<file path="src/design/trp_pkg.sv">
// Shared types and constants for the telnet receive parser.
// Telnet byte codes, parser states, event codes and the result record.
// No dependencies; compile first.
package trp_pkg;

  typedef logic [7:0]  byte_t;
  typedef logic [15:0] word_t;

  // Default sizes handed to the top-level parameters
  localparam int LINE_CAPACITY_DEF   = 256;
  localparam int SUBNEG_CAPACITY_DEF = 64;

  // Telnet command bytes
  localparam byte_t B_IAC  = 8'hFF;
  localparam byte_t B_DONT = 8'hFE;
  localparam byte_t B_DO   = 8'hFD;
  localparam byte_t B_WONT = 8'hFC;
  localparam byte_t B_WILL = 8'hFB;
  localparam byte_t B_SB   = 8'hFA;
  localparam byte_t B_EL   = 8'hF8;
  localparam byte_t B_EC   = 8'hF7;
  localparam byte_t B_SE   = 8'hF0;
  localparam byte_t OPT_NAWS = 8'd31;

  // Line-editing bytes
  localparam byte_t B_BS       = 8'h08;
  localparam byte_t B_DEL      = 8'h7F;
  localparam byte_t B_LF       = 8'h0A;
  localparam byte_t B_PRINT_LO = 8'h20;
  localparam byte_t B_PRINT_HI = 8'h7E;

  // Window size subnegotiation payload length and reset window
  localparam int    NAWS_LEN     = 4;
  localparam word_t WIN_W_RESET  = 16'd80;
  localparam word_t WIN_H_RESET  = 16'd25;

  typedef enum logic [2:0] {
    ST_DATA   = 3'd0,
    ST_IAC    = 3'd1,
    ST_CMD    = 3'd2,
    ST_SB     = 3'd3,
    ST_SB_IAC = 3'd4,
    ST_CLOSED = 3'd5
  } parse_state_t;

  typedef enum logic [2:0] {
    EV_CHAR     = 3'd0,
    EV_ERASE    = 3'd1,
    EV_KILL     = 3'd2,
    EV_EOL      = 3'd3,
    EV_OVERFLOW = 3'd4,
    EV_NEG      = 3'd5,
    EV_WIN      = 3'd6
  } event_kind_t;

  // One step's outcome from the parser core to the output stage
  typedef struct packed {
    logic        valid;
    event_kind_t kind;
    byte_t       data;
    byte_t       len;
    byte_t       cmd;
    byte_t       opt;
    word_t       width;
    word_t       height;
  } trp_result_t;

endpackage

</file>
<file path="src/design/trp_in_if.sv">
// Received-byte channel: valid/ready handshake with one byte of payload.
// Depends on nothing.
interface trp_in_if;
  logic       valid;
  logic       ready;
  logic [7:0] in_byte;

  modport source (output valid, output in_byte, input ready);
  modport sink   (input valid, input in_byte, output ready);
endinterface

</file>
<file path="src/design/trp_out_if.sv">
// Parser event channel: valid/ready handshake with one line-editing event.
// Depends on nothing.
interface trp_out_if;
  logic        valid;
  logic        ready;
  logic [2:0]  event_kind;
  logic [7:0]  data_byte;
  logic [7:0]  line_length;
  logic [7:0]  neg_command;
  logic [7:0]  neg_option;
  logic [15:0] win_width;
  logic [15:0] win_height;

  modport source (output valid, output event_kind, output data_byte, output line_length,
                  output neg_command, output neg_option, output win_width,
                  output win_height, input ready);
  modport sink   (input valid, input event_kind, input data_byte, input line_length,
                  input neg_command, input neg_option, input win_width,
                  input win_height, output ready);
endinterface

</file>
<file path="src/design/telnet_receive_parser_unit.sv">
// Telnet receive parser: byte input register, parser core, event register.
// Top level; depends on trp_pkg, trp_in_if, trp_out_if, trp_parser_core
// and trp_out_stage.
//
// Usage:
//   in_chan carries one received byte per transfer. The parser strips
//   telnet IAC sequences and reports line-editing events on out_chan:
//   accepted character, erase char, erase line, line end with its length,
//   overflow, option negotiation and NAWS window size updates.
//   Bytes that produce no event (IAC prefixes, control bytes, sub-
//   negotiation payload, anything after overflow) are consumed silently.
// Path: a byte transfers into the input register, then its event is loaded
//   into the event register and offered on out_chan.
// Throughput: one byte per cycle while out_chan is not stalled. The whole
//   per-byte state update is compare and increment logic in the parser core.
// Stall: when out_chan holds an undelivered event and ready is low, the
//   byte in the input register waits and in_chan.ready drops; a byte that
//   yields no event still waits for the slot to free. Nothing is dropped.
// Reset (rst_n low, synchronous): parser back in data state, line empty,
//   window 80 x 25, both registers empty. Overflow stays closed until reset.
module telnet_receive_parser_unit #(
  parameter int LINE_CAPACITY   = trp_pkg::LINE_CAPACITY_DEF,
  parameter int SUBNEG_CAPACITY = trp_pkg::SUBNEG_CAPACITY_DEF
) (
  input  logic      clk,
  input  logic      rst_n,
  trp_in_if.sink    in_chan,
  trp_out_if.source out_chan
);

  logic                 in_valid_r;
  trp_pkg::byte_t       in_byte_r;
  logic                 slot_free;
  logic                 advance;
  logic                 in_xfer;
  trp_pkg::trp_result_t res;

  // Advance the held byte into the core whenever the event slot can take it
  assign advance        = in_valid_r && slot_free;
  assign in_chan.ready  = !in_valid_r || slot_free;
  assign in_xfer        = in_chan.valid && in_chan.ready;

  always_ff @(posedge clk) begin
    if (!rst_n) begin
      in_valid_r <= 1'b0;
    end else if (in_xfer) begin
      in_valid_r <= 1'b1;
    end else if (advance) begin
      in_valid_r <= 1'b0;
    end
  end

  // Hold the byte until the core consumes it
  always_ff @(posedge clk) begin
    if (in_xfer) in_byte_r <= in_chan.in_byte;
  end

  trp_parser_core #(
    .LINE_CAPACITY   (LINE_CAPACITY),
    .SUBNEG_CAPACITY (SUBNEG_CAPACITY)
  ) u_core (
    .clk     (clk),
    .rst_n   (rst_n),
    .step    (advance),
    .rx_byte (in_byte_r),
    .res     (res)
  );

  trp_out_stage u_out (
    .clk       (clk),
    .rst_n     (rst_n),
    .load      (advance),
    .res       (res),
    .slot_free (slot_free),
    .out_chan  (out_chan)
  );

endmodule

</file>
<file path="src/design/trp_parser_core.sv">
// Telnet parser state and per-byte decode: one byte consumed per step.
// Depends on trp_pkg.
module trp_parser_core #(
  parameter int LINE_CAPACITY   = trp_pkg::LINE_CAPACITY_DEF,
  parameter int SUBNEG_CAPACITY = trp_pkg::SUBNEG_CAPACITY_DEF
) (
  input  logic                clk,
  input  logic                rst_n,
  input  logic                step,
  input  trp_pkg::byte_t      rx_byte,
  output trp_pkg::trp_result_t res
);

  localparam int LcW = $clog2(LINE_CAPACITY);
  localparam int ScW = $clog2(SUBNEG_CAPACITY + 1);
  localparam logic [LcW-1:0] LineLast  = LcW'(LINE_CAPACITY - 1);
  localparam logic [ScW-1:0] SubnegMax = ScW'(SUBNEG_CAPACITY);
  localparam logic [ScW-1:0] NawsLen   = ScW'(trp_pkg::NAWS_LEN);

  trp_pkg::parse_state_t state_r, state_nxt;
  trp_pkg::byte_t        pend_cmd_r, pend_cmd_nxt;
  trp_pkg::byte_t        pend_opt_r, pend_opt_nxt;
  trp_pkg::byte_t        sb_bytes_r [trp_pkg::NAWS_LEN];
  logic [ScW-1:0]        sb_cnt_r, sb_cnt_nxt;
  logic [LcW-1:0]        line_cnt_r, line_cnt_nxt;
  trp_pkg::word_t        win_w_r, win_w_nxt;
  trp_pkg::word_t        win_h_r, win_h_nxt;

  logic is_erase, is_lf, is_cmd, is_print, line_full, collect_en;
  logic [LcW-1:0] cnt_dec;

  assign is_erase  = (rx_byte == trp_pkg::B_BS) || (rx_byte == trp_pkg::B_DEL);
  assign is_lf     = (rx_byte == trp_pkg::B_LF);
  assign is_cmd    = (rx_byte == trp_pkg::B_DO) || (rx_byte == trp_pkg::B_DONT) ||
                     (rx_byte == trp_pkg::B_SB) || (rx_byte == trp_pkg::B_WILL) ||
                     (rx_byte == trp_pkg::B_WONT);
  assign is_print  = (rx_byte >= trp_pkg::B_PRINT_LO) && (rx_byte <= trp_pkg::B_PRINT_HI);
  assign line_full = (line_cnt_r >= LineLast);
  assign cnt_dec   = (line_cnt_r != '0) ? line_cnt_r - LcW'(1) : line_cnt_r;

  // Next parser state
  always_comb begin
    state_nxt = state_r;
    if (step) begin
      unique case (state_r)
        trp_pkg::ST_DATA: begin
          if (rx_byte == trp_pkg::B_IAC) state_nxt = trp_pkg::ST_IAC;
          else if (!is_erase && !is_lf && line_full) state_nxt = trp_pkg::ST_CLOSED;
        end
        trp_pkg::ST_IAC: begin
          if ((rx_byte == trp_pkg::B_EC) || (rx_byte == trp_pkg::B_EL))
            state_nxt = trp_pkg::ST_DATA;
          else if (is_cmd) state_nxt = trp_pkg::ST_CMD;
          else if ((rx_byte == trp_pkg::B_IAC) && line_full) state_nxt = trp_pkg::ST_CLOSED;
          else state_nxt = trp_pkg::ST_DATA;
        end
        trp_pkg::ST_CMD: begin
          state_nxt = (pend_cmd_r == trp_pkg::B_SB) ? trp_pkg::ST_SB : trp_pkg::ST_DATA;
        end
        trp_pkg::ST_SB: begin
          if (rx_byte == trp_pkg::B_IAC) state_nxt = trp_pkg::ST_SB_IAC;
        end
        trp_pkg::ST_SB_IAC: begin
          state_nxt = (rx_byte == trp_pkg::B_SE) ? trp_pkg::ST_DATA : trp_pkg::ST_SB;
        end
        trp_pkg::ST_CLOSED: state_nxt = trp_pkg::ST_CLOSED;
        default: state_nxt = trp_pkg::ST_DATA;
      endcase
    end
  end

  // Datapath updates and the event for this step
  always_comb begin
    pend_cmd_nxt = pend_cmd_r;
    pend_opt_nxt = pend_opt_r;
    sb_cnt_nxt   = sb_cnt_r;
    line_cnt_nxt = line_cnt_r;
    win_w_nxt    = win_w_r;
    win_h_nxt    = win_h_r;
    collect_en   = 1'b0;
    res          = '0;
    res.kind     = trp_pkg::EV_CHAR;
    res.len      = trp_pkg::byte_t'(line_cnt_r);
    if (step) begin
      unique case (state_r)
        trp_pkg::ST_DATA: begin
          if (rx_byte == trp_pkg::B_IAC) begin
            res.valid = 1'b0;
          end else if (is_erase) begin
            line_cnt_nxt = cnt_dec;
            res.valid    = 1'b1;
            res.kind     = trp_pkg::EV_ERASE;
            res.len      = trp_pkg::byte_t'(cnt_dec);
          end else if (is_lf) begin
            line_cnt_nxt = '0;
            res.valid    = 1'b1;
            res.kind     = trp_pkg::EV_EOL;
          end else if (line_full) begin
            res.valid = 1'b1;
            res.kind  = trp_pkg::EV_OVERFLOW;
          end else if (is_print) begin
            line_cnt_nxt = line_cnt_r + LcW'(1);
            res.valid    = 1'b1;
            res.data     = rx_byte;
            res.len      = trp_pkg::byte_t'(line_cnt_r + LcW'(1));
          end
        end
        trp_pkg::ST_IAC: begin
          if (rx_byte == trp_pkg::B_EC) begin
            line_cnt_nxt = cnt_dec;
            res.valid    = 1'b1;
            res.kind     = trp_pkg::EV_ERASE;
            res.len      = trp_pkg::byte_t'(cnt_dec);
          end else if (rx_byte == trp_pkg::B_EL) begin
            line_cnt_nxt = '0;
            res.valid    = 1'b1;
            res.kind     = trp_pkg::EV_KILL;
            res.len      = '0;
          end else if (is_cmd) begin
            pend_cmd_nxt = rx_byte;
          end else if (rx_byte == trp_pkg::B_IAC) begin
            // escaped 0xFF is a character like any other
            res.valid = 1'b1;
            if (line_full) begin
              res.kind = trp_pkg::EV_OVERFLOW;
            end else begin
              line_cnt_nxt = line_cnt_r + LcW'(1);
              res.data     = rx_byte;
              res.len      = trp_pkg::byte_t'(line_cnt_r + LcW'(1));
            end
          end
        end
        trp_pkg::ST_CMD: begin
          pend_opt_nxt = rx_byte;
          if (pend_cmd_r == trp_pkg::B_SB) begin
            sb_cnt_nxt = '0;
          end else begin
            res.valid = 1'b1;
            res.kind  = trp_pkg::EV_NEG;
            res.cmd   = pend_cmd_r;
            res.opt   = rx_byte;
          end
        end
        trp_pkg::ST_SB: begin
          collect_en = (rx_byte != trp_pkg::B_IAC);
        end
        trp_pkg::ST_SB_IAC: begin
          if (rx_byte == trp_pkg::B_SE) begin
            if ((pend_opt_r == trp_pkg::OPT_NAWS) && (sb_cnt_r == NawsLen)) begin
              win_w_nxt = {sb_bytes_r[0], sb_bytes_r[1]};
              win_h_nxt = {sb_bytes_r[2], sb_bytes_r[3]};
              res.valid = 1'b1;
              res.kind  = trp_pkg::EV_WIN;
            end
          end else begin
            collect_en = 1'b1;
          end
        end
        trp_pkg::ST_CLOSED: res.valid = 1'b0;
        default: res.valid = 1'b0;
      endcase
    end
    // count saturates at capacity; only the first four bytes are kept
    if (collect_en && (sb_cnt_r < SubnegMax)) sb_cnt_nxt = sb_cnt_r + ScW'(1);
    res.width  = win_w_nxt;
    res.height = win_h_nxt;
  end

  always_ff @(posedge clk) begin
    if (!rst_n) begin
      state_r    <= trp_pkg::ST_DATA;
      pend_cmd_r <= '0;
      pend_opt_r <= '0;
      sb_cnt_r   <= '0;
      line_cnt_r <= '0;
      win_w_r    <= trp_pkg::WIN_W_RESET;
      win_h_r    <= trp_pkg::WIN_H_RESET;
    end else begin
      state_r    <= state_nxt;
      pend_cmd_r <= pend_cmd_nxt;
      pend_opt_r <= pend_opt_nxt;
      sb_cnt_r   <= sb_cnt_nxt;
      line_cnt_r <= line_cnt_nxt;
      win_w_r    <= win_w_nxt;
      win_h_r    <= win_h_nxt;
    end
  end

  // Subnegotiation payload bytes: written at the fill position
  always_ff @(posedge clk) begin
    if (collect_en && (sb_cnt_r < NawsLen)) sb_bytes_r[sb_cnt_r[1:0]] <= rx_byte;
  end

  a_closed_sticky: assert property (@(posedge clk) disable iff (!rst_n)
    (state_r == trp_pkg::ST_CLOSED) |=> (state_r == trp_pkg::ST_CLOSED))
    else $error("closed state left without reset");

  a_overflow_closes: assert property (@(posedge clk) disable iff (!rst_n)
    (res.valid && (res.kind == trp_pkg::EV_OVERFLOW)) |=> (state_r == trp_pkg::ST_CLOSED))
    else $error("overflow event did not close the parser");

  a_line_bound: assert property (@(posedge clk) disable iff (!rst_n)
    line_cnt_r <= LineLast)
    else $error("line count beyond capacity");

  a_subneg_bound: assert property (@(posedge clk) disable iff (!rst_n)
    sb_cnt_r <= SubnegMax)
    else $error("subnegotiation count beyond capacity");

  a_idle_quiet: assert property (@(posedge clk) disable iff (!rst_n)
    !step |-> (!res.valid && (state_nxt == state_r) && (line_cnt_nxt == line_cnt_r)))
    else $error("parser changed without a byte");

endmodule

</file>
<file path="src/design/trp_out_stage.sv">
// Result register for parser events, driving the event channel.
// Depends on trp_pkg and trp_out_if.
module trp_out_stage (
  input  logic                 clk,
  input  logic                 rst_n,
  input  logic                 load,
  input  trp_pkg::trp_result_t res,
  output logic                 slot_free,
  trp_out_if.source            out_chan
);

  logic                 out_valid_r;
  trp_pkg::trp_result_t out_data_r;

  // The slot frees when empty or when the held event transfers this cycle
  assign slot_free = !out_valid_r || out_chan.ready;

  always_ff @(posedge clk) begin
    if (!rst_n) begin
      out_valid_r <= 1'b0;
    end else if (load && res.valid) begin
      out_valid_r <= 1'b1;
    end else if (out_chan.ready) begin
      out_valid_r <= 1'b0;
    end
  end

  always_ff @(posedge clk) begin
    if (load && res.valid) out_data_r <= res;
  end

  assign out_chan.valid       = out_valid_r;
  assign out_chan.event_kind  = out_data_r.kind;
  assign out_chan.data_byte   = out_data_r.data;
  assign out_chan.line_length = out_data_r.len;
  assign out_chan.neg_command = out_data_r.cmd;
  assign out_chan.neg_option  = out_data_r.opt;
  assign out_chan.win_width   = out_data_r.width;
  assign out_chan.win_height  = out_data_r.height;

endmodule
</file>
<file path="src/flat_wrapper.sv">
// flat-port wrapper written by rule: the top's interface ports become plain ports
module telnet_receive_parser_unit_flat 
#(
  parameter int LINE_CAPACITY   = trp_pkg::LINE_CAPACITY_DEF,
  parameter int SUBNEG_CAPACITY = trp_pkg::SUBNEG_CAPACITY_DEF
)
  (clk, rst_n, in_chan_valid, in_chan_in_byte, in_chan_ready, out_chan_valid, out_chan_event_kind, out_chan_data_byte, out_chan_line_length, out_chan_neg_command, out_chan_neg_option, out_chan_win_width, out_chan_win_height, out_chan_ready);
  trp_in_if in_chan_i ();
  trp_out_if out_chan_i ();
  input  logic clk;
  input  logic rst_n;
  input wire logic [$bits(in_chan_i.valid)-1:0] in_chan_valid;
  input wire logic [$bits(in_chan_i.in_byte)-1:0] in_chan_in_byte;
  output wire logic [$bits(in_chan_i.ready)-1:0] in_chan_ready;
  output wire logic [$bits(out_chan_i.valid)-1:0] out_chan_valid;
  output wire logic [$bits(out_chan_i.event_kind)-1:0] out_chan_event_kind;
  output wire logic [$bits(out_chan_i.data_byte)-1:0] out_chan_data_byte;
  output wire logic [$bits(out_chan_i.line_length)-1:0] out_chan_line_length;
  output wire logic [$bits(out_chan_i.neg_command)-1:0] out_chan_neg_command;
  output wire logic [$bits(out_chan_i.neg_option)-1:0] out_chan_neg_option;
  output wire logic [$bits(out_chan_i.win_width)-1:0] out_chan_win_width;
  output wire logic [$bits(out_chan_i.win_height)-1:0] out_chan_win_height;
  input wire logic [$bits(out_chan_i.ready)-1:0] out_chan_ready;
  assign in_chan_i.valid = in_chan_valid;
  assign in_chan_i.in_byte = in_chan_in_byte;
  assign in_chan_ready = in_chan_i.ready;
  assign out_chan_valid = out_chan_i.valid;
  assign out_chan_event_kind = out_chan_i.event_kind;
  assign out_chan_data_byte = out_chan_i.data_byte;
  assign out_chan_line_length = out_chan_i.line_length;
  assign out_chan_neg_command = out_chan_i.neg_command;
  assign out_chan_neg_option = out_chan_i.neg_option;
  assign out_chan_win_width = out_chan_i.win_width;
  assign out_chan_win_height = out_chan_i.win_height;
  assign out_chan_i.ready = out_chan_ready;
  telnet_receive_parser_unit #(.LINE_CAPACITY(LINE_CAPACITY), .SUBNEG_CAPACITY(SUBNEG_CAPACITY)) u_core (.clk(clk), .rst_n(rst_n), .in_chan(in_chan_i), .out_chan(out_chan_i));
endmodule
</file>
<file path="config.mk">
export PLATFORM = sky130hd
export DESIGN_NAME = telnet_receive_parser_unit_flat
export DESIGN_NICKNAME = d
export VERILOG_FILES = /design/src/design/trp_pkg.sv /design/src/design/trp_in_if.sv /design/src/design/trp_out_if.sv /design/src/design/telnet_receive_parser_unit.sv /design/src/design/trp_parser_core.sv /design/src/design/trp_out_stage.sv /design/src/flat_wrapper.sv
export SDC_FILE = /design/constraint.sdc
export NUM_CORES = 1
export LEC_CHECK = 0
export ABC_AREA = 1
export BUFFER_PORTS_ARGS = -buffer_cell sky130_fd_sc_hd__buf_2
export CAP_MARGIN = 10
export CORE_ASPECT_RATIO = 1.75
export CORE_MARGIN = 2
export CORE_UTILIZATION = 51
export DETAILED_ROUTE_END_ITERATION = 16
export PLACE_DENSITY = 0.7
export SLEW_MARGIN = 5
export SYNTH_ARGS = -nofsm -noshare
export SYNTH_HDL_FRONTEND = slang
export SYNTH_SLANG_ARGS = --single-unit
</file>
<file path="constraint.sdc">
create_clock -name clk -period 3.5 [get_ports clk]
set_input_delay 0.35 -clock clk [delete_from_list [all_inputs] [get_ports clk]]
set_output_delay 0.35 -clock clk [all_outputs]
set_load 0.02 [all_outputs]
</file>
==> results of run 1 <==
-- Yosys cell counts, types with 7 or more instances --
cell type,count,area share [%]
nand2_1,281,13
ha_1,7,1.1
clkbuf_1,16,0.73
buf_2,14,0.85
nand3_1,66,4.0
inv_1,150,6.8
edfxtp_1,107,39
inv_2,7,0.32
nor2_1,127,5.8
nor3_1,11,0.67
o21ai_0,29,1.8
a21oi_1,44,2.7
nand4_1,46,3.5
dfxtp_1,68,17
-- final timing paths --
kind | to | slack [ns] | depth (start not counted)
max | u_core.u_core.sb_bytes_r[1][7] | 0.57 | 9
min reg2reg | u_core.u_core.win_h_r[0] | 0.45 | 2
max reg2reg | u_core.u_core.sb_bytes_r[1][7] | 0.57 | 9
min | u_core.in_byte_r[7] | 0.13 | 1
-- layer usage --
layer  GRT usage, %  vias up
met5              0        -
met4           20.0        0
met3           4.08       93
met2           47.4      236
met1           25.2     3152
li1               -     3404
-- state kept, by name, indices dropped and copies added, names as in the netlist, 16 cells and up --
name / count
u_core.u_core.sb_bytes_r: 32
u_core.u_core.win_h_r: 16
u_core.u_core.win_w_r: 16
u_core.u_out.out_chan.win_height: 16
u_core.u_out.out_chan.win_width: 16
-- cells in the final DEF, fill, tap and decap left out, types with 2 or more instances in the layout --
| master | instances |
|---|---|
| a21oi_1 | 44 |
| a31oi_1 | 2 |
| buf_2 | 80 |
| buf_4 | 14 |
| clkbuf_16 | 17 |
| clkinv_4 | 3 |
| clkinv_8 | 2 |
| clkinvlp_4 | 3 |
| dfxtp_1 | 68 |
| edfxtp_1 | 107 |
| ha_1 | 7 |
| inv_1 | 149 |
| inv_2 | 8 |
| inv_8 | 6 |
| nand2_1 | 281 |
| nand2_2 | 3 |
| nand3_1 | 66 |
| nand3_2 | 2 |
| nand3b_1 | 3 |
| nand4_1 | 46 |
| nor2_1 | 127 |
| nor2_2 | 4 |
| nor3_1 | 11 |
| o21ai_0 | 29 |
| xor2_1 | 2 |
-- cell type report --
cell class | count | area, sq um
Clock buffer | 18 | 429
Clock inverter | 14 | 149
Fill cell | 1477 | 6450
Inverter | 158 | 593
Multi-Input combinational cell | 640 | 2920
Sequential cell | 175 | 4570
Tap cell | 189 | 236
Timing Repair Buffer | 95 | 526
-- per-stage QoR --
| step | std cells | util [%] | power, mW |
|---|---|---|---|
| after floorplan | 1006 | - | 2.48 |
| after global placement | 1257 | 55.7 | 2.58 |
| after detailed placement | 1257 | 55.7 | 2.58 |
| after CTS | 1289 | 59.4 | 4.40 |
| after global routing | 1289 | 59.4 | 4.52 |
| final | 1289 | 59.4 | 4.38 |
-- logic make-up after synthesis --
| logic type | share of synthesized area, % |
|---|---|
| AOI/OAI and AO/OA | 5.08 |
| xor gates and xnor gates | 0.319 |
| adders and majority gates | 1.06 |
| buffers and inverters | 8.97 |
| DFF | 55.6 |
| and+or+nand+nor | 29.0 |
-- power breakdown --
| part | internal, mW | switching, mW | total, mW |
|---|---|---|---|
| Sequential | 2.21 | 0.0224 | 2.23 |
| Clock | 0.952 | 0.883 | 1.84 |
| Combinational | 0.0825 | 0.231 | 0.314 |
==> impl_metrics.py, run 1 <==
metrics = {
    "status": {
        "status": "finished, final reports clean",
    },
    "drt": {
        "via_per_inst": 5.34,
        "ant_nets": 0,
        "drt-total-wl_mm": 21.3,
        "wl_met3_um": 780,
        "vias": 6885,
        "drtIter0Drc": 382,
        "avgRoutedWirePerCell_um": 16.5,
        "met1_length_mm": 7.47,
        "drc_errors": 0,
        "dr.pass1.iters": 6,
        "highest_layer": "met4",
        "dr_wl_met2_mm": 11.4,
    },
    "setup_path": {
        "crit_buf_inv": 1,
        "endpoint_kind": "flip-flop",
        "critPathArrivalTime_ns": 2.98,
        "crit_chain": "nand2_1 > nor2_2 > nand2_1 > nand2_1 > nand2_1 > nand3b_1 > inv_1 > nand4_1 > nor2_1",
        "start_kind": "flip-flop",
        "crit_fanout": 11,
        "slowest_delay_ns": 0.54,
        "critPathLaunch": "u_core.in_byte_r[3]",
        "crit_type": "flip-flop to flip-flop",
        "slowest_stage": "nor2_1",
        "crit_family": "simple AND/OR/NAND/NOR gates",
        "crit_required_ns": 3.55,
        "r2r_start": "u_core.in_byte_r[3]",
        "crit_path_frequent_cell": "nand2_1",
    },
    "layout": {
        "antennaDiodeCount": 0,
        "synthToLayoutAreaGrowth_pct": 14.5,
        "finish.instance_area_sq_mm": 0.00942,
        "nNetsFinal": 1106,
        "drive_above_1_share_pct": 13.6,
    },
    "timing": {
        "tightest_slew_ns": 0.631,
        "setup_slack_ns": 0.572,
        "fin_hold_ws_ns": 0.128,
        "fin_skew_ns": 0.0147,
        "relSlewSlack_pct": 57.8,
        "final.setup.tns_ns": 0,
        "finalHoldViolations": 0,
        "finalSetupViolCount": 0,
        "final_max_slew_viol_count": 0,
        "fmax_mhz": 342,
        "rsz0062_at_grt": "false",
        "period_minus_slack_ns": 2.93,
        "post-route-period-util_pct": 83.7,
    },
    "power_and_ir_drop": {
        "leakage_nw": 4.41,
        "powerDensity_mw_per_mm2": 465,
        "peakVddDrop_mv": 0.326,
    },
    "floorplan": {
        "die_w_um": 100,
        "die_area_sq_mm": 0.0172,
        "io_pins": 81,
        "die_h_um": 172,
        "start_util_pct": 51.8,
        "core_sq_mm": 0.0159,
        "num_rows": 61,
    },
    "global_route": {
        "grt_overflow": 0,
        "antenna_found_initial": 0,
        "grt_pass1_wl_mm": 33.4,
        "grt_max_degree": 57,
        "grt_pass1_vias": 6655,
        "grt_util_all_layers_pct": 25.7,
    },
    "hold_path": {
        "min_from": "in_chan_in_byte[7]",
        "hp-class": "primary input to flip-flop",
    },
    "cts": {
        "htree_levels": 4,
        "clock_latency_ns": 0.43,
        "cts_tree": "yes",
        "postCtsSetupRepairBufs": 0,
        "clock_path_buffers": 2,
        "cts_sinks": 175,
        "cts_inserted_buffers": 17,
        "cts_resized": 0,
        "clkSlewWorstSetupHoldPaths_ns": 0.07,
        "postCtsHoldBufs": 0,
        "ctsRootBufferMaster": "clkbuf_16",
    },
    "job": {
        "drv_cap": 0,
    },
    "logic_synthesis": {
        "ys.flop_type": "edfxtp_1",
        "ys_seq_area_share_pct": 55.6,
        "synth_area_sq_mm": 0.00823,
        "ys_ff_latch": 175,
        "synth_nets": 1025,
        "synth_cell_types": 36,
        "synthCells": 1006,
        "synth_edf_count": 107,
        "synth_area_per_cell_sq_um": 8.18,
        "ys_async_sr_fraction_pct": 0,
        "yosys_warnings": 0,
    },
    "placed_design": {
        "place_hpwl_mm": 15.9,
        "pre_cts_ws_ns": 0.639,
        "io_buffers": 80,
        "place_congestion": 1.03,
        "placed_area_sq_mm": 0.00885,
    },
}
No activity file was read; power rests on OpenSTA's default activity.
==> inputs of run 2 (changes only) <==
ABC_AREA = 0   (was 1)
clock period = 2.88 ns   (was 3.5 ns; I/O delays follow)
==> run 2 against run 1 <==
  * Worst hold slack worse by 0.071 ns
  * Synthesized cell count is 30% lower
  * Power increased by 21%
  * Die area is 2.1% lower
  * Via count decreased by 11%
  * Sequential share of layout area is 0.26 points lower
  * Maximum frequency is 9.4% higher
  * Clock skew is 0.0026 ns higher
  * Critical path type unchanged
  * Largest power group unchanged
==> impl_metrics.py, run 2 <==
metrics = {
    "power_and_ir_drop": {
        "netSwitchingFraction_pct": 25.2,
        "peakVddDrop_mv": 0.335,
        "leakage_nw": 3.43,
        "p_sw_mw": 1.33,
        "p_int_mw": 3.96,
        "pwr-share-comb_pct": 6.5,
        "seq_power_share_pct": 51.4,
        "powerDensity_mw_per_mm2": 558,
        "pwr-share-clk_pct": 42.1,
    },
    "setup_path": {
        "r2r_setup_slack_ns": 0.20,
        "crit_fanout": 17,
        "worstReg2RegEnd": "u_core.u_out.out_chan.line_length[2]",
        "slowest_stage": "edfxtp_1",
        "crit_chain": "and4_1 > a21oi_1 > nand2_1 > a21oi_1 > o21ai_0 > a211o_1",
        "crit_required_ns": 3.06,
        "crit_type": "flip-flop to flip-flop",
        "slowest_delay_ns": 0.62,
        "start_kind": "flip-flop",
        "crit_buf_inv": 0,
        "ff2ff_path_depth": 6,
        "crit_path_frequent_cell": "a21oi_1",
        "endpoint_kind": "flip-flop",
        "crit_family": "compound AO/OA/AOI/OAI gates",
        "r2r_start": "u_core.in_byte_r[3]",
        "critPathArrivalTime_ns": 2.85,
    },
    "layout": {
        "largest_reg_flops": 32,
        "multi_input_area_sq_mm": 0.00322,
        "final_cell_mix": "edfxtp_1 (107), buf_2 (80), dfxtp_1 (68)",
        "mostFrequentLayoutCell": "edfxtp_1",
        "drive_above_1_share_pct": 26.3,
        "finish.instance_area_sq_mm": 0.00948,
        "ff_latch_area_sq_mm": 0.00457,
        "utilization_pct": 61.6,
        "nNetsFinal": 827,
        "instances_no_fill": 1008,
        "synthToLayoutAreaGrowth_pct": 17.7,
        "num-fill-cells": 1180,
    },
    "floorplan": {
        "core_sq_mm": 0.0154,
        "num_rows": 60,
        "die_h_um": 170,
        "io_pins": 81,
        "start_util_pct": 52.3,
        "die_area_sq_mm": 0.0168,
        "die_w_um": 99.0,
    },
    "cts": {
        "htree_levels": 4,
        "clkSlewWorstSetupHoldPaths_ns": 0.08,
        "cts_inserted_buffers": 17,
        "ctsRootBufferMaster": "clkbuf_16",
        "cts_resized": 0,
        "postCtsHoldBufs": 0,
        "clock_path_buffers": 2,
        "postCtsSetupRepairBufs": 0,
        "cts_sinks": 175,
        "cts_tree": "yes",
        "clock_latency_ns": 0.42,
    },
    "drt": {
        "wl_met3_um": 981,
        "via_per_inst": 6.07,
        "drtIter0Drc": 474,
        "dr.pass1.iters": 5,
        "highest_layer": "met4",
        "drt-total-wl_mm": 22.0,
        "drc_errors": 0,
        "vias": 6122,
        "met1_length_mm": 7.76,
        "avgRoutedWirePerCell_um": 21.9,
        "ant_nets": 0,
        "dr_wl_met2_mm": 12.2,
    },
    "global_route": {
        "grt_overflow": 0,
        "grt_util_all_layers_pct": 26.6,
        "grt_max_degree": 44,
        "antenna_found_initial": 0,
        "grt_pass1_wl_mm": 34.3,
        "grt_pass1_vias": 6276,
    },
    "logic_synthesis": {
        "synth_area_leaders": "edfxtp_1 (40%), dfxtp_1 (17%), mux2_4 (5.6%)",
        "yosys-top-cells-count": "edfxtp_1 (107), dfxtp_1 (68), nand2_1 (58), and2_1 (57), nor2_1 (51)",
        "synth_nets": 722,
        "ys_seq_area_share_pct": 56.8,
        "yosysTopAreaCell": "edfxtp_1",
        "ys.flop_type": "edfxtp_1",
        "synth_area_per_cell_sq_um": 11.4,
        "synthCells": 703,
        "synth.most_common_cell": "edfxtp_1",
        "synth_edf_count": 107,
        "ys_async_sr_fraction_pct": 0,
        "synth_top_area_share_pct": 39.9,
        "ys_ff_latch": 175,
        "synth_cell_types": 76,
        "yosys_warnings": 0,
        "synth_area_sq_mm": 0.00805,
    },
    "timing": {
        "finalHoldViolations": 0,
        "tightest_slew_ns": 0.728,
        "fin_skew_ns": 0.0173,
        "finalSetupViolCount": 0,
        "relSlewSlack_pct": 51.3,
        "rsz0062_at_grt": "false",
        "final_max_slew_viol_count": 0,
        "fmax_mhz": 374,
        "fin_hold_ws_ns": 0.0565,
        "period_minus_slack_ns": 2.68,
        "final.setup.tns_ns": 0,
        "post-route-period-util_pct": 93.0,
    },
    "placed_design": {
        "placed_area_sq_mm": 0.00889,
        "place_congestion": 1.01,
        "io_buffers": 80,
        "place_hpwl_mm": 16.3,
        "dpl.cell_count": 975,
    },
    "hold_path": {
        "min_path_cells": 1,
        "min_to": "u_core.in_byte_r[7]",
        "hp-class": "primary input to flip-flop",
        "min_from": "in_chan_in_byte[7]",
    },
    "job": {
        "drv_cap": 0,
    },
    "status": {
        "status": "finished, final reports clean",
    },
}
## run 2: changes by cell type in the layout (fill, tap and decap cells not counted), sizes merged, moves of 7 or more
cell	delta
a31oi	+14
mux2	+32
mux2i	+9
nand2	-226
and3	+10
buf	+35
inv	-147
nor4	+8
nand4	-37
and2	+57
nor2	-78
a211oi	+7
nand3	-47
## run 2: logic make-up (layout without fill, tap and decap cells)
| family | Yosys count | count (layout) | synth area share, % |
|---|---|---|---|
| mux | 41 | 41 | 7.00 |
| other cells | 0 | 1 | 0 |
| compound gates | 145 | 145 | 12.0 |
| simple gates | 272 | 272 | 18.8 |
| xor+xnor | 7 | 7 | 0.762 |
| buf+inv | 56 | 174 | 3.61 |
| fa+ha+maj | 7 | 7 | 1.09 |
| flops | 175 | 175 | 56.8 |
## run 2: power groups by stage
stage,clock [mW],combinational [mW],sequential (mW)
floorplan,0,0.175,2.80
global placement,0,0.337,2.77
detailed placement,0,0.339,2.77
CTS,2.27,0.341,2.72
global route,2.37,0.365,2.72
finish,2.23,0.342,2.72
## run 2: stage by stage
stage | total power [mW] | worst slack [ns]
global placement | 3.11 | 0.242
finish | 5.29 | 0.203
global route | 5.46 | 0.0183
CTS | 5.33 | 0.218
detailed placement | 3.11 | 0.236
floorplan | 2.97 | -0.174
## run 2: layout make-up
class                      instances  area share (%)
antenna                            1          0.0264
clock buffer                      18            4.53
clock inverter                    14            1.62
inverter                          12           0.475
multi-input combinational        472            34.0
sequential                       175            48.3
tap                              186            2.46
timing repair buffer             130            8.58
## run 2: worst max-delay path by stage
stage | from | endpoint | slack [ns] | depth (start not counted)
finish | u_core.in_byte_r[3] | u_core.u_out.out_chan.line_length[2] | 0.20 | 6
global route | u_core.in_byte_r[3] | u_core.u_core.line_cnt_r[6] | 0.02 | 7
CTS | u_core.in_byte_r[3] | u_core.u_core.win_h_r[5] | 0.22 | 7
detailed placement | u_core.in_byte_r[3] | u_core.u_out.out_chan.line_length[2] | 0.24 | 6
global placement | u_core.in_byte_r[5] | u_core.u_core.line_cnt_r[6] | 0.24 | 8
floorplan | u_core.in_byte_r[0] | u_core.u_out.out_chan.data_byte[0] | -0.17 | 5
## run 2: per-layer routing
metal  track usage, %  vias up
met4             15.0        0
met1             28.0     3017
met5                0        -
li1                 -     2816
met2             49.3      228
met3             4.07       61
## run 2: worst register-to-register path, stage by stage, from the launching register on
cell      delay [ns]
edfxtp_1        0.62
and4_1          0.44
a21oi_1         0.39
nand2_1         0.31
a21oi_1         0.29
o21ai_0         0.11
a211o_1         0.30
